## src/hdl/mhl_pkg.sv

```systemverilog
package mhl_pkg;

   localparam int MAX_PAIRS = 5;
   localparam int FRAC_BITS = 24;

   localparam int LON_W     = FRAC_BITS + 10;
   localparam int LAT_W     = FRAC_BITS + 9;
   localparam int LON_OUT_W = 33;
   localparam int LAT_OUT_W = 32;
   localparam int PAIRS_W   = 4;
   localparam int PC_W      = $clog2(MAX_PAIRS + 1);
   localparam int CELL_N    = 2 ** PC_W;
   localparam int DIG_W     = 5;
   localparam int CHAR_W    = 8;

   localparam logic [CHAR_W-1:0] CH_SPACE = 8'd32;
   localparam logic [CHAR_W-1:0] CH_TAB   = 8'd9;
   localparam logic [CHAR_W-1:0] CH_CR    = 8'd13;
   localparam logic [CHAR_W-1:0] CH_UP_A  = "A";
   localparam logic [CHAR_W-1:0] CH_UP_R  = "R";
   localparam logic [CHAR_W-1:0] CH_UP_X  = "X";
   localparam logic [CHAR_W-1:0] CH_LO_A  = "a";
   localparam logic [CHAR_W-1:0] CH_LO_Z  = "z";
   localparam logic [CHAR_W-1:0] CH_ZERO  = "0";
   localparam logic [CHAR_W-1:0] CH_NINE  = "9";
   localparam logic [CHAR_W-1:0] CASE_GAP = 8'd32;

   localparam logic signed [LON_W-1:0] LON_MAX = LON_W'(64'sd180 <<< FRAC_BITS);
   localparam logic signed [LON_W-1:0] LON_MIN = -LON_MAX;
   localparam logic signed [LAT_W-1:0] LAT_MAX = LAT_W'(64'sd90 <<< FRAC_BITS);
   localparam logic signed [LAT_W-1:0] LAT_MIN = -LAT_MAX;

   typedef enum logic [2:0] {
      ST_OK,
      ST_BAD_LEN,
      ST_BAD_FIELD,
      ST_BAD_LETTER,
      ST_BAD_DIGIT,
      ST_TOO_LONG
   } status_type;

   typedef logic [LON_W-1:0] lon_tab_type [0:CELL_N-1];
   typedef logic [LAT_W-1:0] lat_tab_type [0:CELL_N-1];

   typedef struct packed {
      logic signed [LON_W-1:0] lon_accum;
      logic signed [LAT_W-1:0] lat_accum;
      logic [PC_W-1:0]         pair_count;
      status_type              status;
   } fin_type;

   // cell size after k decoded pairs
   function automatic lon_tab_type build_lon_tab();
      lon_tab_type t;
      logic [63:0] v;
      v = 64'd20 << FRAC_BITS;
      for (int k = 0; k < CELL_N; k++) begin
         if (k == 0) begin
            t[k] = LON_W'(64'd360 << FRAC_BITS);
         end else if (k == 1) begin
            t[k] = LON_W'(v);
         end else if (k <= MAX_PAIRS) begin
            v = ((k % 2) == 0) ? v / 10 : v / 24;
            t[k] = LON_W'(v);
         end else begin
            t[k] = '0;
         end
      end
      return t;
   endfunction

   function automatic lat_tab_type build_lat_tab();
      lat_tab_type t;
      logic [63:0] v;
      v = 64'd10 << FRAC_BITS;
      for (int k = 0; k < CELL_N; k++) begin
         if (k == 0) begin
            t[k] = LAT_W'(64'd180 << FRAC_BITS);
         end else if (k == 1) begin
            t[k] = LAT_W'(v);
         end else if (k <= MAX_PAIRS) begin
            v = ((k % 2) == 0) ? v / 10 : v / 24;
            t[k] = LAT_W'(v);
         end else begin
            t[k] = '0;
         end
      end
      return t;
   endfunction

   localparam lon_tab_type CELL_LON = build_lon_tab();
   localparam lat_tab_type CELL_LAT = build_lat_tab();

endpackage

```

## src/hdl/mhl_req_if.sv

```systemverilog
interface mhl_req_if;
   import mhl_pkg::*;

   logic              valid;
   logic              ready;
   logic [CHAR_W-1:0] grid_char;
   logic              last;

   modport source(output valid, output grid_char, output last, input ready);
   modport sink(input valid, input grid_char, input last, output ready);
endinterface

```

## src/hdl/mhl_rsp_if.sv

```systemverilog
interface mhl_rsp_if;
   import mhl_pkg::*;

   logic                        valid;
   logic                        ready;
   logic signed [LAT_OUT_W-1:0] lat_fixed;
   logic signed [LON_OUT_W-1:0] lon_fixed;
   status_type                  status;
   logic [PAIRS_W-1:0]          pairs_used;

   modport source(output valid, output lat_fixed, output lon_fixed, output status,
                  output pairs_used, input ready);
   modport sink(input valid, input lat_fixed, input lon_fixed, input status,
                input pairs_used, output ready);
endinterface

```

## src/hdl/mhl_decode.sv

```systemverilog
module mhl_decode (
   input  logic            clock,
   input  logic            reset,
   mhl_req_if.sink         req_ch,
   input  logic            out_free,
   output logic            fin_valid,
   output mhl_pkg::fin_type fin
);
   import mhl_pkg::*;

   logic              in_valid_ff, in_valid_in;
   logic [CHAR_W-1:0] char_ff;
   logic              last_ff;

   logic                    half_ff, half_in;
   logic [CHAR_W-1:0]       first_ff, first_in;
   logic [PC_W-1:0]         pc_ff, pc_in;
   logic signed [LON_W-1:0] lon_ff, lon_in;
   logic signed [LAT_W-1:0] lat_ff, lat_in;
   status_type              err_ff, err_in;
   logic [1:0]              seen_ff, seen_in;

   logic    fin_valid_ff, fin_valid_in;
   fin_type fin_ff, fin_in;

   logic              take;
   logic              blank;
   logic              pair_done;
   logic              step_ok;
   logic [CHAR_W-1:0] cur_up, first_up;
   logic [DIG_W-1:0]  dlon, dlat;
   logic [PC_W-1:0]   next_idx;
   logic [LON_W-1:0]  lon_step;
   logic [LAT_W-1:0]  lat_step;

   function automatic logic [CHAR_W-1:0] fold_upper(input logic [CHAR_W-1:0] c);
      return (c >= CH_LO_A && c <= CH_LO_Z) ? c - CASE_GAP : c;
   endfunction

   assign take         = in_valid_ff && (!last_ff || !fin_valid_ff || out_free);
   assign req_ch.ready = !in_valid_ff || take;
   assign in_valid_in  = req_ch.ready ? req_ch.valid : in_valid_ff;

   always_comb begin
      blank     = (char_ff == CH_SPACE) || (char_ff >= CH_TAB && char_ff <= CH_CR);
      cur_up    = fold_upper(char_ff);
      first_up  = fold_upper(first_ff);
      pair_done = !blank && half_ff;
      half_in   = blank ? half_ff : !half_ff;
      first_in  = (!blank && !half_ff) ? char_ff : first_ff;
      seen_in   = (pair_done && seen_ff != 2'd2) ? seen_ff + 2'd1 : seen_ff;
      next_idx  = pc_ff + PC_W'(1);
      pc_in     = pc_ff;
      err_in    = err_ff;
      dlon      = '0;
      dlat      = '0;
      step_ok   = 1'b0;
      if (pair_done && err_ff == ST_OK) begin
         if (pc_ff >= PC_W'(MAX_PAIRS)) begin
            err_in = ST_TOO_LONG;
         end else if (pc_ff == '0) begin
            if (first_up >= CH_UP_A && first_up <= CH_UP_R &&
                cur_up >= CH_UP_A && cur_up <= CH_UP_R) begin
               dlon    = DIG_W'(first_up - CH_UP_A);
               dlat    = DIG_W'(cur_up - CH_UP_A);
               step_ok = 1'b1;
            end else begin
               err_in = ST_BAD_FIELD;
            end
         end else if (pc_ff[0]) begin
            if (first_ff >= CH_ZERO && first_ff <= CH_NINE &&
                char_ff >= CH_ZERO && char_ff <= CH_NINE) begin
               dlon    = DIG_W'(first_ff - CH_ZERO);
               dlat    = DIG_W'(char_ff - CH_ZERO);
               step_ok = 1'b1;
            end else begin
               err_in = ST_BAD_DIGIT;
            end
         end else begin
            if (first_up >= CH_UP_A && first_up <= CH_UP_X &&
                cur_up >= CH_UP_A && cur_up <= CH_UP_X) begin
               dlon    = DIG_W'(first_up - CH_UP_A);
               dlat    = DIG_W'(cur_up - CH_UP_A);
               step_ok = 1'b1;
            end else begin
               err_in = ST_BAD_LETTER;
            end
         end
      end
      lon_step = LON_W'(dlon * CELL_LON[next_idx]);
      lat_step = LAT_W'(dlat * CELL_LAT[next_idx]);
      lon_in   = lon_ff;
      lat_in   = lat_ff;
      if (step_ok) begin
         lon_in = lon_ff + $signed(lon_step);
         lat_in = lat_ff + $signed(lat_step);
         pc_in  = next_idx;
      end

      fin_in.lon_accum  = lon_in;
      fin_in.lat_accum  = lat_in;
      fin_in.pair_count = pc_in;
      fin_in.status     = (half_in || seen_in != 2'd2) ? ST_BAD_LEN : err_in;

      if (take && last_ff) begin
         fin_valid_in = 1'b1;
      end else if (out_free) begin
         fin_valid_in = 1'b0;
      end else begin
         fin_valid_in = fin_valid_ff;
      end
   end

   always_ff @(posedge clock) begin
      if (reset) begin
         in_valid_ff  <= 1'b0;
         fin_valid_ff <= 1'b0;
      end else begin
         in_valid_ff  <= in_valid_in;
         fin_valid_ff <= fin_valid_in;
      end
   end

   always_ff @(posedge clock) begin
      if (req_ch.ready && req_ch.valid) begin
         char_ff <= req_ch.grid_char;
         last_ff <= req_ch.last;
      end
      if (take && last_ff) begin
         fin_ff <= fin_in;
      end
   end

   always_ff @(posedge clock) begin
      if (reset || (take && last_ff)) begin
         half_ff  <= 1'b0;
         first_ff <= '0;
         pc_ff    <= '0;
         lon_ff   <= LON_MIN;
         lat_ff   <= LAT_MIN;
         err_ff   <= ST_OK;
         seen_ff  <= 2'd0;
      end else if (take) begin
         half_ff  <= half_in;
         first_ff <= first_in;
         pc_ff    <= pc_in;
         lon_ff   <= lon_in;
         lat_ff   <= lat_in;
         err_ff   <= err_in;
         seen_ff  <= seen_in;
      end
   end

   assign fin_valid = fin_valid_ff;
   assign fin       = fin_ff;

endmodule

```

## src/hdl/mhl_finish.sv

```systemverilog
module mhl_finish (
   input  logic             clock,
   input  logic             reset,
   input  logic             fin_valid,
   input  mhl_pkg::fin_type fin,
   output logic             out_free,
   mhl_rsp_if.source        rsp_ch
);
   import mhl_pkg::*;

   logic                        valid_ff, valid_in;
   logic signed [LAT_OUT_W-1:0] lat_ff, lat_in;
   logic signed [LON_OUT_W-1:0] lon_ff, lon_in;
   status_type                  status_ff;
   logic [PAIRS_W-1:0]          pairs_ff;

   logic                    load;
   logic signed [LON_W-1:0] lon_sum, lon_clip;
   logic signed [LAT_W-1:0] lat_sum, lat_clip;
   logic [LON_W-1:0]        lon_cell;
   logic [LAT_W-1:0]        lat_cell;

   assign out_free = !valid_ff || rsp_ch.ready;
   assign load     = fin_valid && out_free;
   assign valid_in = load ? 1'b1 : (rsp_ch.ready ? 1'b0 : valid_ff);

   always_comb begin
      lon_cell = CELL_LON[fin.pair_count];
      lat_cell = CELL_LAT[fin.pair_count];
      lon_sum  = fin.lon_accum + $signed({1'b0, lon_cell[LON_W-1:1]});
      lat_sum  = fin.lat_accum + $signed({1'b0, lat_cell[LAT_W-1:1]});
      lon_clip = lon_sum;
      if (lon_sum < LON_MIN) begin
         lon_clip = LON_MIN;
      end else if (lon_sum > LON_MAX) begin
         lon_clip = LON_MAX;
      end
      lat_clip = lat_sum;
      if (lat_sum < LAT_MIN) begin
         lat_clip = LAT_MIN;
      end else if (lat_sum > LAT_MAX) begin
         lat_clip = LAT_MAX;
      end
      if (fin.status == ST_OK) begin
         lon_in = LON_OUT_W'(lon_clip);
         lat_in = LAT_OUT_W'(lat_clip);
      end else begin
         lon_in = '0;
         lat_in = '0;
      end
   end

   always_ff @(posedge clock) begin
      if (reset) begin
         valid_ff <= 1'b0;
      end else begin
         valid_ff <= valid_in;
      end
   end

   always_ff @(posedge clock) begin
      if (load) begin
         lat_ff    <= lat_in;
         lon_ff    <= lon_in;
         status_ff <= fin.status;
         pairs_ff  <= PAIRS_W'(fin.pair_count);
      end
   end

   assign rsp_ch.valid      = valid_ff;
   assign rsp_ch.lat_fixed  = lat_ff;
   assign rsp_ch.lon_fixed  = lon_ff;
   assign rsp_ch.status     = status_ff;
   assign rsp_ch.pairs_used = pairs_ff;

endmodule

```

## src/hdl/maidenhead_locator_to_latlon_unit.sv

```systemverilog
// Maidenhead locator decoder: characters in, cell-centre position out.
// req_ch carries one ASCII character per request with a last flag; blanks
// are skipped and the rest are decoded in pairs as they arrive.
// rsp_ch carries one result per locator, after the request flagged last:
// latitude and longitude in degrees with 24 fraction bits, a status code
// (first error seen, bad length taking precedence) and the pairs decoded.
// Throughput: one request per cycle, including across locators, unless a stall on rsp_ch backs up the path.
// The last request passes through the input register, the decode register
// and the result register before its result is valid on rsp_ch.
// The pair decode is one small multiply by a cell size taken from a
// constant table, then an add; the result stage adds half a cell and clamps.
// Reset empties all three registers and restarts the locator state; the
// locator state also restarts on its own after each last request.
// If the receiver stalls, the finished result holds on rsp_ch and requests
// keep flowing while a second finished locator waits behind it; once the last
// request of a third locator reaches the input register, req_ch.ready drops
// until rsp_ch.ready frees the result register.
module maidenhead_locator_to_latlon_unit (
   input  logic      clock,
   input  logic      reset,
   mhl_req_if.sink   req_ch,
   mhl_rsp_if.source rsp_ch
);
   import mhl_pkg::*;

   logic    fin_valid;
   logic    out_free;
   fin_type fin;

   mhl_decode u_decode (
      .clock     (clock),
      .reset     (reset),
      .req_ch    (req_ch),
      .out_free  (out_free),
      .fin_valid (fin_valid),
      .fin       (fin)
   );

   mhl_finish u_finish (
      .clock     (clock),
      .reset     (reset),
      .fin_valid (fin_valid),
      .fin       (fin),
      .out_free  (out_free),
      .rsp_ch    (rsp_ch)
   );

endmodule

```

## src/flat_wrapper.sv

```systemverilog
// flat-port wrapper written by rule: the top's interface ports become plain ports
module maidenhead_locator_to_latlon_unit_flat import mhl_pkg::*;
  (clock, reset, req_ch_valid, req_ch_grid_char, req_ch_last, req_ch_ready, rsp_ch_valid, rsp_ch_lat_fixed, rsp_ch_lon_fixed, rsp_ch_status, rsp_ch_pairs_used, rsp_ch_ready);
  mhl_req_if req_ch_i ();
  mhl_rsp_if rsp_ch_i ();
  input  logic clock;
  input  logic reset;
  input wire logic [$bits(req_ch_i.valid)-1:0] req_ch_valid;
  input wire logic [$bits(req_ch_i.grid_char)-1:0] req_ch_grid_char;
  input wire logic [$bits(req_ch_i.last)-1:0] req_ch_last;
  output wire logic [$bits(req_ch_i.ready)-1:0] req_ch_ready;
  output wire logic [$bits(rsp_ch_i.valid)-1:0] rsp_ch_valid;
  output wire logic [$bits(rsp_ch_i.lat_fixed)-1:0] rsp_ch_lat_fixed;
  output wire logic [$bits(rsp_ch_i.lon_fixed)-1:0] rsp_ch_lon_fixed;
  output wire logic [$bits(rsp_ch_i.status)-1:0] rsp_ch_status;
  output wire logic [$bits(rsp_ch_i.pairs_used)-1:0] rsp_ch_pairs_used;
  input wire logic [$bits(rsp_ch_i.ready)-1:0] rsp_ch_ready;
  assign req_ch_i.valid = req_ch_valid;
  assign req_ch_i.grid_char = req_ch_grid_char;
  assign req_ch_i.last = req_ch_last;
  assign req_ch_ready = req_ch_i.ready;
  assign rsp_ch_valid = rsp_ch_i.valid;
  assign rsp_ch_lat_fixed = rsp_ch_i.lat_fixed;
  assign rsp_ch_lon_fixed = rsp_ch_i.lon_fixed;
  assign rsp_ch_status = rsp_ch_i.status;
  assign rsp_ch_pairs_used = rsp_ch_i.pairs_used;
  assign rsp_ch_i.ready = rsp_ch_ready;
  maidenhead_locator_to_latlon_unit u_core (.clock(clock), .reset(reset), .req_ch(req_ch_i), .rsp_ch(rsp_ch_i));
endmodule
```

## config.mk

```make
export PLATFORM = sky130hd
export DESIGN_NAME = maidenhead_locator_to_latlon_unit_flat
export DESIGN_NICKNAME = d
export VERILOG_FILES = /design/src/hdl/mhl_pkg.sv /design/src/hdl/mhl_req_if.sv /design/src/hdl/mhl_rsp_if.sv /design/src/hdl/mhl_decode.sv /design/src/hdl/mhl_finish.sv /design/src/hdl/maidenhead_locator_to_latlon_unit.sv /design/src/flat_wrapper.sv
export SDC_FILE = /design/constraint.sdc
export NUM_CORES = 1
export LEC_CHECK = 0
export ABC_CLOCK_PERIOD_IN_PS = 20100
export BUFFER_PORTS_ARGS = -buffer_cell sky130_fd_sc_hd__buf_2
export CAP_MARGIN = 40
export CORE_MARGIN = 2
export CORE_UTILIZATION = 55
export CTS_BUF_LIST = sky130_fd_sc_hd__clkbuf_2 sky130_fd_sc_hd__clkbuf_4 sky130_fd_sc_hd__clkbuf_8
export CTS_CLUSTER_DIAMETER = 40
export DETAILED_ROUTE_END_ITERATION = 10
export GPL_TIMING_DRIVEN = 0
export MAX_ROUTING_LAYER = met4
export PLACE_DENSITY = 0.72
export SLEW_MARGIN = 40
export SYNTH_ARGS = -nofsm -noshare
export SYNTH_HDL_FRONTEND = slang
export SYNTH_SLANG_ARGS = --single-unit
```

## constraint.sdc

```tcl
create_clock -name clock -period 20.1 [get_ports clock]
set_input_delay 2.01 -clock clock [delete_from_list [all_inputs] [get_ports clock]]
set_output_delay 2.01 -clock clock [all_outputs]
set_load 0.05 [all_outputs]
```

==> run_results.csv <==
group,metric,value,unit
status,status,"finished, final reports clean",
clocking,clk_path_buf_depth,3,
finish,nNetsFinal,3056,
global_route,grt_overflow_total,0,
timing,timing.setup.tns,0,ns
finish,nFillCells,3517,
global_route,use_met2,0.482,
route,viasPerCell,5.75,
worst_setup_path,max_stage_delay,0.76,ns
global_route,antenna_found_initial,1,
route,vias,18700,
finish,area_growth_syn_to_layout,9.74,%
yosys,syn_inst,2561,
yosys,ys_seq_elements,240,
global_route,grt_pass1_vias,18300,
clocking,clkLatencyLatePin,0.63,ns
timing,clock_skew,0.0403,ns
placement,dpl_worst_slack,10.33,ns
placement,gp_congestion,0.968,
die,coreArea,0.0397,mm²
route,drt_wl_total,61600,µm
route,ant_nets,0,
route,wl_per_cell,18.9,µm
global_route,gr-usage-met1,0.406,
timing,setup_violations,0,
clocking,tritoncts,"built",
job,cap_violations,0,
power_and_ir_drop,power.density,50.0,mW/mm²
global_route,top_usage_layer,"met2",
power_and_ir_drop,p_leak,0.0108,µW
timing,slew_headroom,0.403,
timing,max_freq,0.102,GHz
clocking,root_buffer,"clkbuf_8",
worst_setup_path,r2r_setup_slack,10.28,ns
global_route,grtUsageMet3,0.0525,
worst_setup_path,crit_path_start_kind,"flip-flop",
yosys,synthArstFlopShare,0,
route,drt_iter0_drc,1435,
yosys,ys_types,88,
worst_setup_path,worstRegToRegCells,29,
clocking,postCtsResizedCells,0,
placement,portBuffers,85,
clocking,numCtsBuffers,46,
clocking,h-tree-depth,2,
power_and_ir_drop,ir_drop,0.0446,mV
route,drc,0,
clocking,cts_hold_buf,0,
timing,fin_crit,9.82,ns
worst_setup_path,path_common_cell,"ha_1",
yosys,ys_warn_count,0,
timing,hold_viol,0,
worst_setup_path,crit_slowest_cell,"a2111oi_1",
worst_setup_path,path_class,"reg2reg",
global_route,track_usage,0.310,
timing,worstMarginPinSlew,0.895,ns
die,die_h,205,µm
timing,finalCritPeriodShare,0.488,
worst_hold_path,hold_depth,2,
global_route,grt_pass1_wl,97600,µm
timing,report.final.slew_viol_count,0,
die,io_pins,87,
timing,fin_ws,10.28,ns
die,die_area,0.0419,mm²
route,dr.pass1.iters,6,
finish,layout.cells.non_filler,3258,
placement,hpwl,49900,µm
finish,drive_gt1_frac,0.0897,
yosys,avgSynthCellArea,8.66,µm²
timing,rsz0062_at_grt,"no",
die,initial_core_util,0.558,
worst_setup_path,crit_path_max_fanout,10,
die,dieWidth,205,µm
yosys,synthesis.area,0.0222,mm²
placement,place_inst,3175,
clocking,cts.sinks,240,
clocking,postCtsSetupBuffers,0,
yosys,synth_edf_count,153,
worst_hold_path,hold_class,"reg2reg",
worst_setup_path,critPathRequiredTime,20.45,ns
clocking,clkTransAtPathRegs,0.06,ns
worst_setup_path,crit_path_end_kind,"flip-flop",
yosys,yosysSeqAreaShare,0.286,
worst_setup_path,worstPathArrival,10.16,ns
global_route,grt_max_degree,48,
die,rows,73,
yosys,postSynthNetCount,2919,
yosys,synth_ff_type,"edfxtp_1",
critical path: cells and delay by family, from the launching register on:
family                     cells  cell delay (ns)
AOI/OAI and AO/OA             11             3.61
and+or+nand+nor                6             1.97
xor gates and xnor gates       2             0.30
adders and majority gates      6             2.23
DFF                            1             0.47
buffers and inverters          4             0.93
sequential cells by signal, indices dropped and copies added, names as in the netlist, 8 cells and up:
register and cells:
u_core.u_decode.lat_ff 33, u_core.u_decode.char_ff 8, u_core.u_decode.lon_ff 34, u_core.u_decode.first_ff 8, u_core.u_finish.rsp_ch.lat_fixed 32, u_core.u_finish.rsp_ch.lon_fixed 33, u_core.u_decode.fin 73
through the flow:
step	util	hold WS [ns]	instance area (µm²)	power [µW]
floorplan	-	0.436	22200	684
global placement	0.585	0.442	23300	729
detailed placement	0.588	0.450	23400	734
CTS	0.612	0.458	24300	1220
global route	0.612	0.482	24300	1270
finish	0.612	0.460	24300	1220
final timing paths:
check                               endpoint                       start
setup / recovery     u_core.u_decode.fin[37]  u_core.u_decode.char_ff[1]
hold / removal    u_core.u_decode.lat_ff[27]  u_core.u_decode.lat_ff[27]
setup reg to reg     u_core.u_decode.fin[37]  u_core.u_decode.char_ff[1]
hold reg to reg   u_core.u_decode.lat_ff[27]  u_core.u_decode.lat_ff[27]
layout by cell type, fill, tap and decap left out, types with 15 or more instances in the layout:
cell	netlist	layout
fa_1	153	153
nand2_1	305	305
nor2b_1	29	27
inv_1	352	352
and2_1	24	24
clkbuf_1	55	54
a21o_1	40	40
nand3_1	46	46
a21oi_1	155	155
dfxtp_1	87	87
or3_1	16	16
o21a_1	15	15
nand4_1	28	28
xnor2_1	96	96
nor3_1	69	67
edfxtp_1	153	153
buf_2	13	100
a31oi_1	18	18
o21bai_1	16	16
nor2_1	256	249
a211oi_1	27	27
xor2_1	34	34
clkbuf_8	0	53
and3_1	16	15
o21ai_0	123	123
ha_1	192	192
nand2b_1	21	21
o211ai_1	25	25
where the power goes:
part           switching, µW  internal, µW
combinational            119          60.9
clock                    219           270
sequential              11.4           536
total                    350           867
synthesized netlist by cell type (all sizes together), types with 9 or more instances:
master | count | share of area
dfxtp | 87 | 0.079
a2111oi | 9 | 0.0052
inv | 352 | 0.060
nor4 | 13 | 0.0037
or3 | 16 | 0.0045
o21ai | 126 | 0.029
xnor2 | 96 | 0.038
a21oi | 158 | 0.037
buf | 28 | 0.0067
a21boi | 14 | 0.0049
nor3 | 72 | 0.017
a21o | 40 | 0.014
o211ai | 25 | 0.0085
and3 | 16 | 0.0045
nand2b | 21 | 0.0059
nor2b | 29 | 0.0082
ha | 192 | 0.11
a31oi | 20 | 0.0066
nand4 | 28 | 0.0079
edfxtp | 153 | 0.21
nand3 | 46 | 0.010
o21bai | 16 | 0.0054
o21a | 15 | 0.0051
clkbuf | 55 | 0.0093
nand2 | 305 | 0.052
fa | 153 | 0.14
nor2 | 258 | 0.044
or2 | 13 | 0.0037
and2 | 24 | 0.0068
xor2 | 34 | 0.013
a211oi | 28 | 0.0097
a211o | 9 | 0.0036
cell type report:
type | count | area [µm²] | area share
Tap cell | 525 | 657 | 0.0270
Timing Repair Buffer | 89 | 495 | 0.0204
Multi-Input combinational cell | 1886 | 14200 | 0.584
Buffer | 83 | 358 | 0.0147
Clock buffer | 67 | 835 | 0.0343
Clock inverter | 15 | 110 | 0.00452
Sequential cell | 240 | 6340 | 0.260
Inverter | 352 | 1320 | 0.0543
Antenna cell | 1 | 2.50 | 0.000103
kinds of logic after synthesis:
family	Yosys count	share of synthesized area
other	1	0.000169
adder cells (fa/ha/maj)	346	0.247
XOR/XNOR	130	0.0513
AO/OA/AOI/OAI	537	0.160
buffers and inverters	435	0.0756
flip-flops	240	0.286
AND/OR/NAND/NOR	866	0.178
multiplexers	6	0.00271
metal layers:
metal | part of all wire | vias to the layer above
met5 | 0 | -
met4 | 0.038 | 0
met3 | 0.074 | 147
met2 | 0.45 | 687
met1 | 0.44 | 8905
li1 | - | 9009
Note: power is estimated with default switching activity, not from simulation.
